[config.mk]
export PLATFORM = sky130hd
export DESIGN_NAME = png_chunk_deframer_unit
export DESIGN_NICKNAME = d
export VERILOG_FILES = /design/src/hdl/pcd_pkg.sv /design/src/hdl/pcd_in_stage.sv /design/src/hdl/pcd_core.sv /design/src/hdl/pcd_out_stage.sv /design/src/hdl/png_chunk_deframer_unit.sv
export SDC_FILE = /design/constraint.sdc
export NUM_CORES = 1
export LEC_CHECK = 0
export ABC_AREA = 1
export BUFFER_PORTS_ARGS = -buffer_cell sky130_fd_sc_hd__buf_2
export CORE_AREA = 8 8 168 210
export CTS_BUF_LIST = sky130_fd_sc_hd__clkbuf_8
export DETAILED_ROUTE_END_ITERATION = 7
export DIE_AREA = 0 0 176 218
export PLACE_DENSITY = 0.7
export SLEW_MARGIN = 20
export SYNTH_ARGS = -nofsm -noshare
export SYNTH_HDL_FRONTEND = slang
export SYNTH_SLANG_ARGS = --single-unit
[constraint.sdc]
create_clock -name clk -period 4.2 [get_ports clk]
set_input_delay 0.21 -clock clk [delete_from_list [all_inputs] [get_ports clk]]
set_output_delay 0.21 -clock clk [all_outputs]
set_load 0.05 [all_outputs]
[src/hdl/pcd_pkg.sv]
package pcd_pkg;

  typedef enum logic [2:0] {
    SEC_SIG  = 3'd0,
    SEC_LEN  = 3'd1,
    SEC_TYPE = 3'd2,
    SEC_DATA = 3'd3,
    SEC_CRC  = 3'd4,
    SEC_IGN  = 3'd5
  } section_t;

  localparam logic [31:0] SIG_BYTES     = 32'd8;
  localparam logic [31:0] FIELD_BYTES   = 32'd4;
  localparam logic [31:0] TYPE_IEND     = 32'h49454E44;
  localparam logic [7:0]  MAX_CHUNKS_RST = 8'd10;
  localparam logic [7:0]  COUNT_SAT     = 8'd255;

  typedef struct packed {
    logic [7:0]  echo_byte;
    logic [2:0]  section;
    logic [7:0]  chunk_number;
    logic [31:0] chunk_length;
    logic [31:0] chunk_type;
    logic [31:0] chunk_crc;
    logic        chunk_done;
    logic        stream_end;
  } result_t;

endpackage

[src/hdl/pcd_in_stage.sv]
module pcd_in_stage (
  input  logic       clk,
  input  logic       rst,
  input  logic       in_valid,
  output logic       in_ready,
  input  logic [7:0] file_byte,
  input  logic       take,
  output logic       held_valid,
  output logic [7:0] held_byte
);

  // free when empty or when the held word moves on this cycle
  assign in_ready = !held_valid || take;

  always_ff @(posedge clk) begin
    if (rst) begin
      held_valid <= 1'b0;
    end else if (in_ready) begin
      held_valid <= in_valid;
    end
  end

  always_ff @(posedge clk) begin
    if (in_valid && in_ready) begin
      held_byte <= file_byte;
    end
  end

endmodule

[src/hdl/pcd_core.sv]
module pcd_core (
  input  logic                  clk,
  input  logic                  rst,
  input  logic                  cfg_we,
  input  logic [7:0]            cfg_wdata,
  input  logic                  take,
  input  logic [7:0]            byte_in,
  output pcd_pkg::result_t      res
);

  logic [7:0]        max_chunks;
  pcd_pkg::section_t current_section, current_section_next;
  logic [31:0]       byte_position, byte_position_next;
  logic [31:0]       length_reg, length_reg_next;
  logic [31:0]       type_reg, type_reg_next;
  logic [31:0]       crc_reg, crc_reg_next;
  logic [7:0]        chunks_completed, chunks_completed_next;
  logic [31:0]       pos_inc;
  logic [2:0]        sec_out;
  logic              done;
  logic              fin;

  always_ff @(posedge clk) begin
    if (rst) begin
      max_chunks <= pcd_pkg::MAX_CHUNKS_RST;
    end else if (cfg_we) begin
      max_chunks <= cfg_wdata;
    end
  end

  assign pos_inc = byte_position + 32'd1;

  always_comb begin
    current_section_next  = current_section;
    byte_position_next    = byte_position;
    length_reg_next       = length_reg;
    type_reg_next         = type_reg;
    crc_reg_next          = crc_reg;
    chunks_completed_next = chunks_completed;
    sec_out               = current_section;
    done                  = 1'b0;
    fin                   = 1'b0;
    unique case (current_section)
      pcd_pkg::SEC_SIG: begin
        byte_position_next = pos_inc;
        if (pos_inc >= pcd_pkg::SIG_BYTES) begin
          current_section_next = pcd_pkg::SEC_LEN;
          byte_position_next   = '0;
        end
      end
      pcd_pkg::SEC_LEN: begin
        if (byte_position == '0) begin
          length_reg_next = {24'd0, byte_in};
          type_reg_next   = '0;
          crc_reg_next    = '0;
        end else begin
          length_reg_next = {length_reg[23:0], byte_in};
        end
        byte_position_next = pos_inc;
        if (pos_inc >= pcd_pkg::FIELD_BYTES) begin
          current_section_next = pcd_pkg::SEC_TYPE;
          byte_position_next   = '0;
        end
      end
      pcd_pkg::SEC_TYPE: begin
        type_reg_next      = {type_reg[23:0], byte_in};
        byte_position_next = pos_inc;
        if (pos_inc >= pcd_pkg::FIELD_BYTES) begin
          byte_position_next   = '0;
          current_section_next = (length_reg != '0) ? pcd_pkg::SEC_DATA : pcd_pkg::SEC_CRC;
        end
      end
      pcd_pkg::SEC_DATA: begin
        byte_position_next = pos_inc;
        if (pos_inc >= length_reg) begin
          current_section_next = pcd_pkg::SEC_CRC;
          byte_position_next   = '0;
        end
      end
      pcd_pkg::SEC_CRC: begin
        crc_reg_next       = {crc_reg[23:0], byte_in};
        byte_position_next = pos_inc;
        if (pos_inc >= pcd_pkg::FIELD_BYTES) begin
          byte_position_next = '0;
          done               = 1'b1;
          if (chunks_completed < pcd_pkg::COUNT_SAT) begin
            chunks_completed_next = chunks_completed + 8'd1;
          end
          fin = (type_reg == pcd_pkg::TYPE_IEND) || (chunks_completed_next >= max_chunks);
          current_section_next = fin ? pcd_pkg::SEC_IGN : pcd_pkg::SEC_LEN;
        end
      end
      default: begin
        sec_out = pcd_pkg::SEC_IGN;
      end
    endcase
  end

  always_ff @(posedge clk) begin
    if (rst) begin
      current_section  <= pcd_pkg::SEC_SIG;
      byte_position    <= '0;
      length_reg       <= '0;
      type_reg         <= '0;
      crc_reg          <= '0;
      chunks_completed <= '0;
    end else if (take) begin
      current_section  <= current_section_next;
      byte_position    <= byte_position_next;
      length_reg       <= length_reg_next;
      type_reg         <= type_reg_next;
      crc_reg          <= crc_reg_next;
      chunks_completed <= chunks_completed_next;
    end
  end

  always_comb begin
    res.echo_byte    = byte_in;
    res.section      = sec_out;
    res.chunk_number = chunks_completed;
    res.chunk_length = length_reg_next;
    res.chunk_type   = type_reg_next;
    res.chunk_crc    = crc_reg_next;
    res.chunk_done   = done;
    res.stream_end   = fin;
  end

`ifndef SYNTH
  a_end_goes_ignored: assert property (@(posedge clk) disable iff (rst)
    take && res.stream_end |=> current_section == pcd_pkg::SEC_IGN)
    else $error("stream end did not move to ignored section");

  a_done_next_chunk: assert property (@(posedge clk) disable iff (rst)
    take && res.chunk_done && !res.stream_end |=> current_section == pcd_pkg::SEC_LEN &&
      byte_position == '0)
    else $error("completed chunk did not restart at length");

  a_ignored_sticks: assert property (@(posedge clk) disable iff (rst)
    current_section == pcd_pkg::SEC_IGN |=> current_section == pcd_pkg::SEC_IGN &&
      $stable(chunks_completed))
    else $error("left ignored section after stream end");

  a_end_needs_done: assert property (@(posedge clk) disable iff (rst)
    res.stream_end |-> res.chunk_done && current_section == pcd_pkg::SEC_CRC)
    else $error("stream end without chunk completion");
`endif

endmodule

[src/hdl/pcd_out_stage.sv]
module pcd_out_stage (
  input  logic             clk,
  input  logic             rst,
  input  logic             load,
  input  pcd_pkg::result_t res,
  input  logic             out_ready,
  output logic             out_valid,
  output pcd_pkg::result_t res_q
);

  always_ff @(posedge clk) begin
    if (rst) begin
      out_valid <= 1'b0;
    end else if (load) begin
      out_valid <= 1'b1;
    end else if (out_ready) begin
      out_valid <= 1'b0;
    end
  end

  always_ff @(posedge clk) begin
    if (load) begin
      res_q <= res;
    end
  end

endmodule

[src/hdl/png_chunk_deframer_unit.sv]
// a byte word moves from the input register into the result register by one counter
// compare and one shift; throughput: one word per cycle unless out_ready stalls, set
// by the single input register and result register pair
// reset: rst is synchronous, active high; parser returns to the signature section,
// all chunk registers and the chunk count clear, max_chunks returns to 10
module png_chunk_deframer_unit (
  input  logic        clk,
  input  logic        rst,
  // configuration: max_chunks, written whenever cfg_we is high
  input  logic        cfg_we,
  input  logic [7:0]  cfg_wdata,
  // byte words in
  input  logic        in_valid,
  output logic        in_ready,
  input  logic [7:0]  file_byte,
  // tagged words out
  output logic        out_valid,
  input  logic        out_ready,
  output logic [7:0]  echo_byte,
  output logic [2:0]  section,
  output logic [7:0]  chunk_number,
  output logic [31:0] chunk_length,
  output logic [31:0] chunk_type,
  output logic [31:0] chunk_crc,
  output logic        chunk_done,
  output logic        stream_end
);

  logic             held_valid;
  logic [7:0]       held_byte;
  logic             take;
  pcd_pkg::result_t res;
  pcd_pkg::result_t res_q;

  // the held word is parsed when the result register is empty or being drained
  assign take = held_valid && (!out_valid || out_ready);

  // input register, decoupled from the parser by the take strobe
  pcd_in_stage u_in (
    .clk        (clk),
    .rst        (rst),
    .in_valid   (in_valid),
    .in_ready   (in_ready),
    .file_byte  (file_byte),
    .take       (take),
    .held_valid (held_valid),
    .held_byte  (held_byte)
  );

  // section tracking, field assembly and end detection
  pcd_core u_core (
    .clk       (clk),
    .rst       (rst),
    .cfg_we    (cfg_we),
    .cfg_wdata (cfg_wdata),
    .take      (take),
    .byte_in   (held_byte),
    .res       (res)
  );

  // result register
  pcd_out_stage u_out (
    .clk       (clk),
    .rst       (rst),
    .load      (take),
    .res       (res),
    .out_ready (out_ready),
    .out_valid (out_valid),
    .res_q     (res_q)
  );

  assign echo_byte    = res_q.echo_byte;
  assign section      = res_q.section;
  assign chunk_number = res_q.chunk_number;
  assign chunk_length = res_q.chunk_length;
  assign chunk_type   = res_q.chunk_type;
  assign chunk_crc    = res_q.chunk_crc;
  assign chunk_done   = res_q.chunk_done;
  assign stream_end   = res_q.stream_end;

endmodule
=== Word-level counts from Yosys, hierarchy flattened ===
Index checks and enable logic that the tools add are counted.
W data, S select, Z words.

* Reductions and logical operators: 19
* Mux-type cells: 24
* Shifts and indexed selects: 0
* Add/sub/neg operators: 2
* $lt $le $gt $ge: 5
* Divide/modulo/power cells: 0
* $mul: 0
* Eq/ne operators: 10
* Bitwise operators: 0

{| class="wikitable"
|+ Operators by type and width
! cell !! number
|-
| $mux W32 || 7
|-
| $pmux W32 S2 || 2
|-
| $pmux W32 S3 || 1
|-
| $add A32 B1 Y32 const B || 1
|-
| $eq A32 B31 Y1 const B || 1
|-
| $ge A32 B3 Y1 const B || 1
|-
| $ge A32 B32 Y1 || 1
|-
| $ge A32 B4 Y1 const B || 1
|-
| $logic_not A32 Y1 || 1
|-
| $reduce_bool A32 Y1 || 1
|-
| $mux W8 || 3
|-
| $mux W3 || 7
|-
| $pmux W3 S5 || 1
|-
| $ne A2 B1 Y1 const B || 5
|-
| $add A8 B1 Y8 const B || 1
|-
| $ge A8 B8 Y1 || 1
|-
| $lt A8 B8 Y1 const B || 1
|-
| $reduce_and A7 Y1 || 1
|-
| $eq A3 B2 Y1 const B || 2
|-
| $reduce_bool A5 Y1 || 1
|-
| $reduce_or A5 Y1 || 1
|-
| $reduce_and A2 Y1 || 2
|-
| $eq A3 B1 Y1 const B || 1
|-
| $eq A3 B3 Y1 const B || 1
|-
| other kinds (9) || 15
|}

* Word-level logic and storage cells: 78
* Register bits: 274
* ROM bits: 0
* Memory bits (writable): 0
* Output and inout port bits: 119
* Memories: 0
* Bits in latches: 0

=== Depth between registers and ports, before layout ===
* Word-level depth: 9
* Mapped depth: 27

=== Modules after synthesis ===
Synthesis repeated with hierarchy kept, for this count alone.

* Cell total of the unflattened synthesis: 1528
* Area, all modules: 12979.9 µm²

{| class="wikitable"
|+ By module, submodules not included
! module !! cells an instance !! area an instance (µm²) !! instances !! seq. area each (µm²)
|-
| pcd_core || 1389 || 9122.5 || 1 || 2942.8
|-
| pcd_out_stage || 122 || 3553.4 || 1 || 3533.4
|-
| pcd_in_stage || 14 || 287.8 || 1 || 260.2
|-
| png_chunk_deframer_unit || 3 || 16.3 || 1 || 0.0
|}

=== Worst setup path after synthesis ===
Ideal clock, no wire load.

* Path kind: flip-flop to flip-flop
* Start: register u_out.out_valid
* End: register u_core.chunks_completed[0]
* Library setup time: 0.119 ns
* Slack: -0.010 ns
* Arrival: 4.090 ns
* Stages on the path, launching flop included: 9
* Data required time: 4.081 ns
* Cells stage by stage: dfxtp_1 nand2_1 nand2_1 clkbuf_1 inv_1 nand3_2 buf_4 o21ai_0 a21oi_1

* Longest elaborated chain between the ends: 4

{| class="wikitable"
|+ Ends and longest elaborated chain
! item !! RTL line !! text
|-
| start: declaration || pcd_out_stage.sv:7 || <nowiki>output logic out_valid,</nowiki>
|-
| start signal: assignment || pcd_out_stage.sv:13 || <nowiki>out_valid <= 1'b0;</nowiki>
|-
| start signal: assignment || pcd_out_stage.sv:15 || <nowiki>out_valid <= 1'b1;</nowiki>
|-
| start signal: assignment || pcd_out_stage.sv:17 || <nowiki>out_valid <= 1'b0;</nowiki>
|-
| $logic_not A1 Y1 || png_chunk_deframer_unit.sv:36 || <nowiki>assign take = held_valid && (!out_valid || out_ready);</nowiki>
|-
| $logic_or A1 B1 Y1 || png_chunk_deframer_unit.sv:36 ||
|-
| $logic_and A1 B1 Y1 || png_chunk_deframer_unit.sv:36 ||
|-
| via take || png_chunk_deframer_unit.sv:31 || <nowiki>logic take;</nowiki>
|-
| $reduce_and A3 Y1 (no source line) || n/a ||
|-
| end signal: assignment || pcd_core.sv:113 || <nowiki>chunks_completed <= chunks_completed_next;</nowiki>
|-
| end: declaration || pcd_core.sv:17 || <nowiki>logic [7:0] chunks_completed, chunks_completed_next;</nowiki>
|}

The timed path passes the listed nets, and every way through them passes these cells.
A chain may end at the register's enable or synchronous reset.

=== Worst setup path in the final report ===
* Start: register u_core.chunks_completed[0]
* End: register u_core.current_section[2]

* Longest elaborated chain between the ends: 9
* Elaborated cells on any way between the ends: 10

{| class="wikitable"
|+ Ends and longest elaborated chain
! item !! RTL line !! text
|-
| $add A8 B1 Y8 / $lt A8 B8 Y1 (equally long branches) || pcd_core.sv:87, pcd_core.sv:86 ||
|-
| $mux W8 (*) || pcd_core.sv:86 || <nowiki>if (chunks_completed < pcd_pkg::COUNT_SAT) begin</nowiki>
|-
| $mux W8 (*) || pcd_core.sv:83 || <nowiki>if (pos_inc >= pcd_pkg::FIELD_BYTES) begin</nowiki>
|-
| $mux W8 (*) || pcd_core.sv:43 || <nowiki>unique case (current_section)</nowiki>
|-
| $ge A8 B8 Y1 (*) || pcd_core.sv:89 || <nowiki>fin = (type_reg == pcd_pkg::TYPE_IEND) || (chunks_completed_next >= max_chunks);</nowiki>
|-
| $logic_or A1 B1 Y1 (*) || pcd_core.sv:89 ||
|-
| $mux W3 (*) || pcd_core.sv:90 || <nowiki>current_section_next = fin ? pcd_pkg::SEC_IGN : pcd_pkg::SEC_LEN;</nowiki>
|-
| $mux W3 (*) || pcd_core.sv:83 ||
|-
| $pmux W3 S5 (*) || pcd_core.sv:43 ||
|-
| end signal: assignment || pcd_core.sv:101 || <nowiki>current_section <= pcd_pkg::SEC_SIG;</nowiki>
|-
| end signal: assignment || pcd_core.sv:108 || <nowiki>current_section <= current_section_next;</nowiki>
|-
| end: declaration || pcd_core.sv:12 || <nowiki>pcd_pkg::section_t current_section, current_section_next;</nowiki>
|}

Every way passes the cells marked *; elsewhere a longest branch is shown, timed or not. The select of a mux whose other input is x is not followed.

==> PnR_summary.wiki <==
{| class="wikitable"
! Metric !! Value
|-
| Category of the worst setup path capture point || flip-flop
|-
| Total clock buffers created by CTS || a little over 40
|-
| Critical path type || reg -> reg
|-
| GRT Resource Usage Total || around 17%
|-
| Leading area contributor after synthesis || sky130_fd_sc_hd__edfxtp_1
|-
| Layout overhead on the synthesized area || 16.1%
|-
| Maximum clock insertion buffer count || 3
|-
| Commonest non-fill, non-tap cell in the layout || sky130_fd_sc_hd__inv_1
|-
| Fraction of final layout cells with drive strength greater than 1 || approximately 15%
|-
| CTS tree || done
|-
| Critical hold path startpoint || cfg_we
|-
| Worst ir drop on vdd || 0.000209 V
|-
| Vias in the first global route || 10,200
|-
| Synthesized netlist net count || between 1,500 and 2,000
|-
| Synthesized netlist cell count || between 1,500 and 2,000
|-
| Final instance count without filler cells || 2,104
|-
| Number of placed I/O pins || 140
|-
| Accumulated negative setup slack || 0 ps
|-
| Final period utilization || 90.7%
|-
| Reg-to-reg slack, setup || approximately 390 ps
|-
| Worst hold path depth || 3
|-
| Die boundary height || between 200 and 250 µm
|-
| Sort of element at the start of the critical path || flip-flop
|-
| Wire length of the first global-routing pass || 53.0 mm
|-
| Clk slew on worst S/H paths || roughly 60 ps
|-
| Post-synthesis sequential area ratio || between 50% and 60%
|-
| Most frequent cells in the layout || sky130_fd_sc_hd__inv_1 (324), sky130_fd_sc_hd__nand2_1 (191), sky130_fd_sc_hd__dfxtp_1 (149)
|-
| Largest register by flop count || u_out.res_q
|-
| Clock latency on the worst-skew pair || ~560 ps
|-
| Core Rows || 74
|-
| Length in cells of the worst reg-to-reg path || 21
|-
| # fillers || about 3,000
|-
| Max-Slew Margin vs Limit || around a third
|-
| Slew at the pin with the worst max-slew slack || 999 ps
|-
| Total congestion overflow after global routing || 0
|-
| Worst R2R End || u_core.current_section[2]
|-
| Pwr Density || roughly 400 mW/mm²
|-
| Antenna-violating nets left || 0
|-
| Detailed-placement wirelength estimate || ~24 mm
|-
| Max Cap Viol || 0
|-
| Critical Path AT || 4240 ps
|-
| Number of synthesized register bits || around 270
|-
| Number of vias after detailed routing || about 11,000
|-
| End point of the most critical hold path || u_core.max_chunks[6]
|-
| Horiz. Die Dim || between 150 and 200 µm
|-
| Die Outline Area || 0.0384 mm²
|-
| CTS sink cnt || around 270
|-
| Post-detailed-route wirelength per cell || between 15 and 20 µm
|-
| 1st-iter DRT viols || just over 900
|-
| Data required time of the worst path || between 4000 and 5000 ps
|-
| Number of antenna violations at the first check in global routing || 0
|-
| Share of Yosys cell area claimed by the top area cell type || approximately 29%
|-
| Drc violations || 0
|-
| Pins Over Slew Limit || 0
|-
| Clock H-tree levels || 2
|-
| Post-synth cell types || between 40 and 50
|-
| Core ar. || roughly 0.032 mm²
|-
| Post-CTS Setup Bufs || 0
|-
| Top area cells in the synthesized netlist || sky130_fd_sc_hd__edfxtp_1 (29%), sky130_fd_sc_hd__dfxtp_1 (23%), sky130_fd_sc_hd__inv_1 (9.1%)
|-
| Number of failing setup endpoints in the final timing report || 0
|-
| Util after Layout || between 40% and 50%
|-
| RSZ-0062 raised after global routing || false
|-
| RD Place Congestion || between 0.9 and 1
|-
| Total length of routed wires || ~33 mm
|-
| Number of iterations in the first detailed-routing pass || 7
|-
| Status || completed
|-
| Vias per inst || about 5
|-
| Clock tree root buffer cell || sky130_fd_sc_hd__clkbuf_8
|-
| Combined area of all synthesized cells || approximately 0.013 mm²
|-
| Clk_skew || just over 20 ps
|-
| Peak Freq || 0.263 GHz
|-
| Final hold vios || 0
|-
| Effective utilization at floorplan || 40.2%
|-
| Warnings, synthesis || 0
|-
| Leakage power || between 6 and 7 nW
|-
| Avg Cell Area, Syn || 8.57 µm²
|-
| Minimum period implied by the final worst setup slack || approximately 3800 ps
|-
| Inst Count DP || 2,006
|-
| NumNets Final || ~1,700
|-
| R2R Path Start || u_core.chunks_completed[0]
|-
| Largest fanout on the critical path || 5
|-
| Class of the tightest hold or removal check || in -> reg
|-
| Port bufs || 139
|-
| Number of flip-flops under the largest register name || 117
|-
| Maximum number of pins on one net before global-route repair || 160
|-
| Antenna diode instance count || 0
|}
[how the worst max path moves through the flow]
stage / start / end / slack [ps] / cells past startpoint
finish: u_core.chunks_completed[0] / u_core.current_section[2] / 390 / 21
global route: u_core.chunks_completed[0] / u_core.current_section[2] / 20 / 21
CTS: u_core.chunks_completed[0] / u_core.current_section[2] / 270 / 21
detailed placement: u_core.chunks_completed[0] / u_core.current_section[2] / 310 / 21
global placement: u_core.chunks_completed[0] / u_core.current_section[2] / 270 / 21
floorplan: u_out.out_valid / u_core.chunks_completed[2] / 500 / 8
[logic make-up after synthesis]
| kind of cell | Yosys count | synth area share [%] |
|---|---|---|
| XOR/XNOR | 23 | 1.68 |
| adder cells (fa/ha/maj) | 42 | 4.07 |
| AND/OR/NAND/NOR | 393 | 13.9 |
| flip-flops | 274 | 52.2 |
| buffers and inverters | 386 | 11.5 |
| AO/OA/AOI/OAI | 388 | 16.6 |
[worst max-delay path, cell delays in order, from the launching register on]
cell                        delay (ps)
sky130_fd_sc_hd__dfxtp_1           380
sky130_fd_sc_hd__ha_1              170
sky130_fd_sc_hd__inv_1              60
sky130_fd_sc_hd__nor4_1            330
sky130_fd_sc_hd__inv_1              80
sky130_fd_sc_hd__nor2_1            160
sky130_fd_sc_hd__inv_1              50
sky130_fd_sc_hd__nor2_1            250
sky130_fd_sc_hd__inv_1             140
sky130_fd_sc_hd__nand4_1           110
sky130_fd_sc_hd__xor2_1            230
sky130_fd_sc_hd__ha_1              290
sky130_fd_sc_hd__a21oi_1           140
sky130_fd_sc_hd__o21ai_0           100
sky130_fd_sc_hd__nand2_1            80
sky130_fd_sc_hd__o2111ai_1         280
sky130_fd_sc_hd__a21oi_2           320
sky130_fd_sc_hd__nor2_1             60
sky130_fd_sc_hd__a211oi_1          230
sky130_fd_sc_hd__nand3_1           110
sky130_fd_sc_hd__nand2_1            70
sky130_fd_sc_hd__nor2_1             50
[power breakdown]
part / leakage (nW) / internal (mW) / switching (mW)
combinational: 4.02 / 0.182 / 0.531
clock: 0.433 / 1.10 / 1.02
sequential: 2.42 / 2.94 / 0.0522
total: 6.87 / 4.22 / 1.60
[metrics by stage]
stage / power [mW] / worst slack (ps) / area [µm²] / hold slack [ps]
2_1_floorplan: 3.56 / 500 / 12900 / 309
3_3_place_gp: 3.73 / 275 / 14000 / 388
3_5_place_dp: 3.74 / 313 / 14000 / 388
4_1_cts: 5.87 / 273 / 15000 / 82.6
5_1_grt: 6.08 / 22.5 / 15000 / 142
6_report: 5.82 / 391 / 15000 / 154
[synthesized netlist by cell type]
master                      count
sky130_fd_sc_hd__a211oi_1       4
sky130_fd_sc_hd__a21o_1         1
sky130_fd_sc_hd__a21oi_1      151
sky130_fd_sc_hd__a21oi_2       16
sky130_fd_sc_hd__a31o_2         2
sky130_fd_sc_hd__and2_1         1
sky130_fd_sc_hd__buf_1          2
sky130_fd_sc_hd__buf_4          4
sky130_fd_sc_hd__buf_6          3
sky130_fd_sc_hd__clkbuf_1      59
sky130_fd_sc_hd__clkinv_1       2
sky130_fd_sc_hd__dfxtp_1      149
sky130_fd_sc_hd__edfxtp_1     125
sky130_fd_sc_hd__ha_1          42
sky130_fd_sc_hd__inv_1        314
sky130_fd_sc_hd__inv_2          2
sky130_fd_sc_hd__nand2_1      192
sky130_fd_sc_hd__nand2_2        3
sky130_fd_sc_hd__nand2_4        4
sky130_fd_sc_hd__nand3_1       26
sky130_fd_sc_hd__nand3_2        2
sky130_fd_sc_hd__nand3_4        1
sky130_fd_sc_hd__nand3b_1       1
sky130_fd_sc_hd__nand4_1       25
sky130_fd_sc_hd__nor2_1        86
sky130_fd_sc_hd__nor2_2         6
sky130_fd_sc_hd__nor2_4         1
sky130_fd_sc_hd__nor2_8         2
sky130_fd_sc_hd__nor3_1        22
sky130_fd_sc_hd__nor3_2         2
sky130_fd_sc_hd__nor3_4         1
sky130_fd_sc_hd__nor4_1        16
sky130_fd_sc_hd__o2111a_1       1
sky130_fd_sc_hd__o2111ai_1      1
sky130_fd_sc_hd__o21a_1         1
sky130_fd_sc_hd__o21ai_0      105
sky130_fd_sc_hd__o21ai_1       18
sky130_fd_sc_hd__o22ai_1       88
sky130_fd_sc_hd__or2_1          1
sky130_fd_sc_hd__or4_1          1
sky130_fd_sc_hd__xnor2_1        1
sky130_fd_sc_hd__xor2_1        20
sky130_fd_sc_hd__xor2_2         2
[final cells by class]
class	instances	area, µm²	share of cell area, %
repair buffers	174	1030	6.90
flip-flops and latches	274	6740	45.0
clock inverters	33	220	1.47
well taps	418	523	3.49
inverters	318	1200	7.99
clock buffers	41	564	3.77
multi-input cells	846	4700	31.4
[repair_timing]
item | CTS | global route
hold buffers | 24 | 0
endpoints found under the hold margin | 18 | 0
endpoints found under the setup margin | 0 | 1
resized for setup | 0 | 1
[layer usage]
layer  GRT usage [%]  part of all wire, %  vias up
met2            30.0                   50      340
met4            8.94                  4.8        0
met1            19.5                   39     4977
met5               0                    0        -
li1                -                    -     5288
met3            2.81                  5.7       82
(Power assumes the default switching activity.)
